`src/rqr_pkg.sv`:
```
`timescale 1ns / 1ps
`default_nettype none
// ----------------------------------------------------------------------------
// rqr_pkg
// Shared sizes, codes and control types for the ready queue block.
// ----------------------------------------------------------------------------
package rqr_pkg;

    localparam int DEPTH    = 16;
    localparam int ID_WIDTH = 8;
    localparam int CNT_W    = $clog2(DEPTH + 1);
    localparam int POS_W    = $clog2(DEPTH);
    localparam int ACT_W    = 3;
    localparam int ST_W     = 2;

    // action codes; anything else is a no-op
    localparam logic [ACT_W-1:0] ACT_ENQUEUE = 3'd0;
    localparam logic [ACT_W-1:0] ACT_DEQUEUE = 3'd1;
    localparam logic [ACT_W-1:0] ACT_PEEK    = 3'd2;
    localparam logic [ACT_W-1:0] ACT_CLEAR   = 3'd3;
    localparam logic [ACT_W-1:0] ACT_REMOVE  = 3'd4;

    // status codes
    localparam logic [ST_W-1:0] ST_OK        = 2'd0;
    localparam logic [ST_W-1:0] ST_EMPTY     = 2'd1;
    localparam logic [ST_W-1:0] ST_FULL      = 2'd2;
    localparam logic [ST_W-1:0] ST_NOT_FOUND = 2'd3;

    typedef logic [ID_WIDTH-1:0] t_id;
    typedef logic [CNT_W-1:0]    t_cnt;
    typedef logic [POS_W-1:0]    t_pos;

    // controller -> datapath commands
    typedef struct packed {
        logic load_in;   // capture the incoming item
        logic execute;   // apply the action and load the result register
    } t_ctrl;

endpackage
`default_nettype wire

```
`src/rqr_ctrl.sv`:
```
`timescale 1ns / 1ps
`default_nettype none
// ----------------------------------------------------------------------------
// rqr_ctrl
// Handshake controller: takes one item, executes it once the result
// register is free, and owns the output valid flag.
// ----------------------------------------------------------------------------
module rqr_ctrl (
    input  wire logic          i_clk,
    input  wire logic          i_rst_n,
    input  wire logic          i_in_valid,
    output logic               o_in_stall,
    output logic               o_out_valid,
    input  wire logic          i_out_stall,
    output rqr_pkg::t_ctrl     o_ctrl
);
    import rqr_pkg::*;

    typedef enum logic [1:0] {
        S_IDLE = 2'b01,
        S_EXEC = 2'b10
    } t_state;

    t_state r_state, n_state;
    logic   r_out_valid, n_out_valid;
    logic   out_free;

    assign out_free    = !r_out_valid || !i_out_stall;
    assign o_in_stall  = (r_state != S_IDLE);
    assign o_out_valid = r_out_valid;

    always_comb begin
        n_state        = r_state;
        n_out_valid    = r_out_valid;
        o_ctrl.load_in = 1'b0;
        o_ctrl.execute = 1'b0;
        if (r_out_valid && !i_out_stall) begin
            n_out_valid = 1'b0;
        end
        case (r_state)
            S_IDLE: begin
                if (i_in_valid) begin
                    o_ctrl.load_in = 1'b1;
                    n_state        = S_EXEC;
                end
            end
            S_EXEC: begin
                if (out_free) begin
                    o_ctrl.execute = 1'b1;
                    n_out_valid    = 1'b1;
                    n_state        = S_IDLE;
                end
            end
            default: begin
                n_state = S_IDLE;
            end
        endcase
    end

    always_ff @(posedge i_clk) begin
        if (!i_rst_n) begin
            r_state     <= S_IDLE;
            r_out_valid <= 1'b0;
        end else begin
            r_state     <= n_state;
            r_out_valid <= n_out_valid;
        end
    end

endmodule
`default_nettype wire

```
`src/rqr_dp.sv`:
```
`timescale 1ns / 1ps
`default_nettype none
// ----------------------------------------------------------------------------
// rqr_dp
// Queue datapath: entry row with per-entry match and shift-up, occupancy
// counter, item capture registers and result registers.
// ----------------------------------------------------------------------------
module rqr_dp (
    input  wire logic                      i_clk,
    input  wire logic                      i_rst_n,
    input  wire rqr_pkg::t_ctrl            i_ctrl,
    input  wire logic [rqr_pkg::ACT_W-1:0] i_action,
    input  wire rqr_pkg::t_id              i_process_id,
    output rqr_pkg::t_id                   o_result_id,
    output logic [rqr_pkg::ST_W-1:0]       o_status,
    output rqr_pkg::t_cnt                  o_occupancy
);
    import rqr_pkg::*;

    // captured item
    logic [ACT_W-1:0] r_act;
    t_id              r_pid;

    // queue state; entry 0 is the head
    t_id  r_entries [DEPTH];
    t_id  n_entries [DEPTH];
    t_cnt r_count, n_count;

    // result registers
    t_id              r_rid, n_rid;
    logic [ST_W-1:0]  r_st,  n_st;

    logic [DEPTH-1:0] match;
    logic             found;
    t_pos             hit_pos;
    logic             do_shift;
    t_pos             shift_pos;
    logic             empty;
    logic             full;

    assign empty = (r_count == '0);
    assign full  = (r_count == t_cnt'(DEPTH));

    // per-entry compare, live entries only
    always_comb begin
        for (int k = 0; k < DEPTH; k++) begin
            match[k] = (t_cnt'(k) < r_count) && (r_entries[k] == r_pid);
        end
    end

    // first match from the head
    always_comb begin
        found   = 1'b0;
        hit_pos = '0;
        for (int k = DEPTH - 1; k >= 0; k--) begin
            if (match[k]) begin
                found   = 1'b1;
                hit_pos = t_pos'(k);
            end
        end
    end

    always_comb begin
        n_rid     = '0;
        n_st      = ST_OK;
        n_count   = r_count;
        do_shift  = 1'b0;
        shift_pos = '0;
        for (int k = 0; k < DEPTH; k++) begin
            n_entries[k] = r_entries[k];
        end

        case (r_act)
            ACT_ENQUEUE: begin
                if (full) begin
                    n_st = ST_FULL;
                end else begin
                    n_entries[r_count[POS_W-1:0]] = r_pid;
                    n_count = r_count + t_cnt'(1);
                    n_rid   = r_pid;
                end
            end
            ACT_DEQUEUE: begin
                if (empty) begin
                    n_st = ST_EMPTY;
                end else begin
                    n_rid     = r_entries[0];
                    do_shift  = 1'b1;
                    shift_pos = '0;
                    n_count   = r_count - t_cnt'(1);
                end
            end
            ACT_PEEK: begin
                if (empty) begin
                    n_st = ST_EMPTY;
                end else begin
                    n_rid = r_entries[0];
                end
            end
            ACT_CLEAR: begin
                n_count = '0;
            end
            ACT_REMOVE: begin
                if (empty) begin
                    n_st = ST_EMPTY;
                end else if (!found) begin
                    n_st = ST_NOT_FOUND;
                end else begin
                    n_rid     = r_pid;
                    do_shift  = 1'b1;
                    shift_pos = hit_pos;
                    n_count   = r_count - t_cnt'(1);
                end
            end
            default: begin
            end
        endcase

        // close the gap: everything behind the removed slot moves up one
        if (do_shift) begin
            for (int k = 0; k < DEPTH - 1; k++) begin
                if (t_pos'(k) >= shift_pos) begin
                    n_entries[k] = r_entries[k + 1];
                end
            end
        end
    end

    always_ff @(posedge i_clk) begin
        if (i_ctrl.load_in) begin
            r_act <= i_action;
            r_pid <= i_process_id;
        end
        if (i_ctrl.execute) begin
            for (int k = 0; k < DEPTH; k++) begin
                r_entries[k] <= n_entries[k];
            end
            r_rid <= n_rid;
            r_st  <= n_st;
        end
    end

    always_ff @(posedge i_clk) begin
        if (!i_rst_n) begin
            r_count <= '0;
        end else if (i_ctrl.execute) begin
            r_count <= n_count;
        end
    end

    assign o_result_id = r_rid;
    assign o_status    = r_st;
    assign o_occupancy = r_count;

endmodule
`default_nettype wire

```
`src/ready_queue_with_removal.sv`:
```
`timescale 1ns / 1ps
`default_nettype none
// ----------------------------------------------------------------------------
// ready_queue_with_removal
// Bounded FIFO of process identifiers with enqueue, dequeue, peek, clear
// and remove-first-match.
// ----------------------------------------------------------------------------
// Each accepted item is one action and yields exactly one result item with
// the identifier involved (zero when none), a status (ok, empty, full, not
// found) and the occupancy after the action. Each item is first captured and
// then executed: all entries are compared against the identifier in
// parallel, the first match from the head is chosen and the entries behind
// it shift up one place, all in the entry register row.
// The result sits in an output register; the block stalls input only while
// an item is in flight, and the execute cycle waits for that register to be
// free, so a full result register holds back one further item at most.
// Duplicates are allowed; an enqueue into a full queue is dropped and
// reported as full. Codes five to seven do nothing and report ok.
// ----------------------------------------------------------------------------
module ready_queue_with_removal (
    input  wire logic       i_clk,
    input  wire logic       i_rst_n,
    // input channel
    input  wire logic       i_in_valid,
    output logic            o_in_stall,
    input  wire logic [2:0] i_action,
    input  wire logic [7:0] i_process_id,
    // result channel
    output logic            o_out_valid,
    input  wire logic       i_out_stall,
    output logic [7:0]      o_result_id,
    output logic [1:0]      o_status,
    output logic [4:0]      o_occupancy
);
    import rqr_pkg::*;

    t_ctrl ctrl;   // controller commands to the datapath

    rqr_ctrl u_ctrl (
        .i_clk       (i_clk),
        .i_rst_n     (i_rst_n),
        .i_in_valid  (i_in_valid),
        .o_in_stall  (o_in_stall),
        .o_out_valid (o_out_valid),
        .i_out_stall (i_out_stall),
        .o_ctrl      (ctrl)
    );

    rqr_dp u_dp (
        .i_clk        (i_clk),
        .i_rst_n      (i_rst_n),
        .i_ctrl       (ctrl),
        .i_action     (i_action),
        .i_process_id (i_process_id),
        .o_result_id  (o_result_id),
        .o_status     (o_status),
        .o_occupancy  (o_occupancy)
    );

endmodule
`default_nettype wire
```
`config.mk`:
```
export PLATFORM = sky130hd
export DESIGN_NAME = ready_queue_with_removal
export DESIGN_NICKNAME = d
export VERILOG_FILES = /design/src/rqr_pkg.sv /design/src/rqr_ctrl.sv /design/src/rqr_dp.sv /design/src/ready_queue_with_removal.sv
export SDC_FILE = /design/constraint.sdc
export NUM_CORES = 1
export LEC_CHECK = 0
export BUFFER_PORTS_ARGS = -buffer_cell sky130_fd_sc_hd__buf_2
export CORE_ASPECT_RATIO = 0.5
export CORE_UTILIZATION = 60
export DETAILED_ROUTE_END_ITERATION = 10
export GPL_ROUTABILITY_DRIVEN = 0
export PLACE_DENSITY = 0.77
export SETUP_SLACK_MARGIN = 0.02
export SLEW_MARGIN = 20
export SYNTH_ARGS = -nofsm -noshare
export SYNTH_HDL_FRONTEND = slang
export SYNTH_SLANG_ARGS = --single-unit
```
`constraint.sdc`:
```
create_clock -name i_clk -period 16.88 [get_ports i_clk]
set_clock_uncertainty 0.2 [all_clocks]
set_input_delay 4.22 -clock i_clk [delete_from_list [all_inputs] [get_ports i_clk]]
set_output_delay 4.22 -clock i_clk [all_outputs]
set_load 0.02 [all_outputs]
```
==> results.tsv <==
metric	value	unit
grt_first_pass_wirelength	36200	um
synth-compound-area-share	0.0697	
critPathArrivalTime	7.13	ns
power.density	80.1	nW/um^2
holdPathEnd	u_ctrl.o_out_valid	
slowest_stage	buf_4	
clockRootBuffer	clkbuf_16	
grt_max_degree	76	
drive_above_1_share	0.344	
grt-ovfl-total	0	
io_pins	32	
min-delay-start	u_ctrl.o_out_valid	
dr.max_layer_used	met4	
rrSetupSlack	12.52	ns
portBuffers	31	
die_y	94.7	um
antenna_found_initial	0	
min_period	6.96	ns
hold_viol_final	0	
ys_types	68	
slew_violations	0	
cts_resized	0	
synth.avg_cell_area	12.3	um^2
viasPerCell	6.18	
rsz0062_at_grt	no	
start_util	0.621	
final_cells	1084	
cts_made_buffers	17	
cts_max_level	4	
min-delay-path-class	flip-flop to flip-flop	
wl_met1	10500	um
worstMarginPinSlew	0.957	ns
critPathBufInv	3	
ir_worst_vdd	0.0785	mV
slew_headroom	0.362	
route.detailed.drc	0	
first_global_vias	6681	
path_class	primary input to flip-flop	
wl_met3	1610	um
std_cell_rows	33	
maxCapViolations	0	
die_w	187	um
clock_tree.buffer_depth	2	
synthFlopType	edfxtp_1	
tritoncts	done	
synthCells	836	
num_vias	6703	
nFillCells	1265	
dieArea	17700	um^2
cp_data_required_time	17.05	ns
netlist_area	10300	um^2
p_int	0.684	mW
cts.sinks	157	
drt_iter0_markers	647	
yosys.area_share.adder	0.00485	
cts_hold_buf	0	
syn-num-nets	855	
r2r.worst_path.cells	10	
drt_wl_total	22800	um
worstSetupStartpointType	primary input	
cts_setup_buffers	0	
switching_share	0.234	
muxShareOfSynthArea	0.236	
tns	0	ns
wl_met2	10400	um
crit_fanout	75	
area_delta_synth_final	8.11	%
crit_chain	buf_2, a21oi_4, buf_4, buf_4, nand4_1, a311o_1, a21oi_1	
fmaxAchievable	0.144	GHz
leakage	3.73	nW
diodes	0	
wl_per_cell	21.0	um
dp_cells	1052	
setup_viol	0	
critPathMaxStageDelay	0.86	ns
p_comb_frac	0.071	
hold_depth	2	
grt_usage	0.268	
pre_cts_ws	9.44	ns
clock_power_share	0.442	
ys_warn_count	0	
endpoint_kind	flip-flop	
core	16600	um^2
synthArstFlopShare	0	
period_share	0.412	
switchingPower	0.209	mW
hpwl	14900	um
r2r-end	u_dp.r_entries[1][13]	
ant_nets	0	
insertion_delay	0.44	ns
firstDrtPassIters	5	
synth_xor_xnor_area_share	0.110	
synthSimpleGateAreaFrac	0.0987	
clk_pin_slew_worst_paths	0.07	ns
synth_seq_cells	157	
r2r_start	u_dp.r_pid[4]	
status	complete, no violations	
layout.nets	863	
path_delay_family	buffers and inverters	
critPathMostFrequentCell	buf_4	
worst_slack	9.92	ns
synth_top_family_by_area	multiplexers	
synth_enable_flop_cells	149	
yosysSeqAreaShare	0.449	
power.total	0.892	mW
sequentialPowerShare	0.488	
cells in the mapped netlist, types with 4 or more instances:
cell type / number / area (um^2)
and3_1: 4 / 25.0
ha_1: 4 / 50.1
buf_1: 4 / 15.0
a21oi_1: 36 / 180
edfxtp_1: 149 / 4470
nand2b_1: 7 / 43.8
dfxtp_1: 8 / 160
or3_1: 4 / 25.0
nor2b_1: 4 / 25.0
mux2_1: 4 / 45.0
buf_2: 20 / 100
clkbuf_1: 16 / 60.1
buf_6: 11 / 124
inv_1: 6 / 22.5
a22o_1: 8 / 70.1
nand2_1: 30 / 113
mux2_4: 8 / 120
xor2_1: 42 / 368
mux2i_1: 24 / 240
nand4_1: 23 / 144
o211ai_1: 4 / 30.0
nor4_1: 10 / 62.6
xnor2_1: 87 / 762
mux2_2: 180 / 2030
and2_1: 5 / 31.3
o21ai_0: 12 / 60.1
nor3_1: 12 / 60.1
nand3_1: 8 / 40.0
nor2_1: 42 / 158
power groups by stage:
stage / registers, mW / logic (mW) / clock network [mW]
6_report: 0.435 / 0.0630 / 0.394
5_1_grt: 0.436 / 0.0681 / 0.413
4_1_cts: 0.435 / 0.0625 / 0.399
3_5_place_dp: 0.444 / 0.0620 / 0
3_3_place_gp: 0.443 / 0.0603 / 0
2_1_floorplan: 0.443 / 0.0502 / 0
registers in the layout (all words and copies together) (netlist names), named ones only:
| name | cells |
|---|---|
| u_dp.o_occupancy | 5 |
| u_dp.r_entries | 120 |
| u_dp.o_result_id | 8 |
| u_dp.r_pid | 8 |
| u_dp.o_status | 2 |
| u_ctrl.o_out_valid | 1 |
| u_ctrl.r_state | 2 |
| u_dp.r_act | 3 |
per-layer routing:
layer / vias up / global-route usage
met1: 3303 / 0.363
met4: 0 / 0.0698
met3: 30 / 0.0706
li1: 3143 / -
met2: 227 / 0.432
met5: - / 0
stage by stage:
stage	utilization	cell area, um^2	hold WS, ns
final	0.672	11100	0.357
after global routing	0.672	11100	0.397
after CTS	0.671	11100	0.351
after detailed placement	0.634	10500	0.340
after global placement	0.634	10500	0.328
after floorplan	-	10300	0.221
tightest hold or removal path: stages (launching register included):
cell,delay (ns)
dfxtp_1,0.35
nand2_1,0.10
a21oi_1,0.06
final cells by class:
type                            instances  area, um^2  share of cell area
Inverter                                6        22.5             0.00202
Multi-Input combinational cell        621        5370               0.481
Tap cell                              227         284              0.0255
Sequential cell                       157        4630               0.416
Clock inverter                          9        66.3             0.00595
Timing Repair Buffer                   41         230              0.0207
Clock buffer                           23         543              0.0487
logic make-up (layout without fill, tap and decap cells):
kind of cell | after synthesis | count (layout)
AOI/OAI and AO/OA | 96 | 96
and+or+nand+nor | 176 | 176
buffers and inverters | 58 | 79
xor gates and xnor gates | 129 | 129
DFF | 157 | 157
muxes | 216 | 216
adders and majority gates | 4 | 4
cells in the final DEF, fill, tap and decap left out, drive strengths merged, types with 4 or more instances in the layout:
cell	netlist	layout
mux2	192	192
edfxtp	149	149
xnor2	87	87
nor2	46	46
xor2	42	42
a21oi	42	42
buf	36	41
nand2	32	32
mux2i	24	24
nand4	23	23
clkbuf	16	23
nor3	18	18
nor4	14	14
o21ai	12	12
inv	6	10
nand3	8	8
a22o	8	8
dfxtp	8	8
nand2b	7	7
and2	6	6
a31oi	5	5
clkinv	0	5
or3	4	4
and3	4	4
nor2b	4	4
o211ai	4	4
ha	4	4
a211oi	4	4
how the worst max path moves through the flow:
stage | startpoint | end | slack (ns) | cells after the start
CTS | i_out_stall | u_dp.o_occupancy[3] | 9.89 | 7
global route | i_out_stall | u_dp.o_occupancy[3] | 9.68 | 7
finish | i_out_stall | u_dp.o_occupancy[3] | 9.92 | 7
floorplan | i_out_stall | u_dp.o_occupancy[3] | 3.54 | 4
detailed placement | i_out_stall | u_dp.o_occupancy[3] | 9.44 | 7
global placement | i_out_stall | u_dp.o_occupancy[3] | 9.55 | 7
Note: power is estimated with default switching activity, not from simulation.
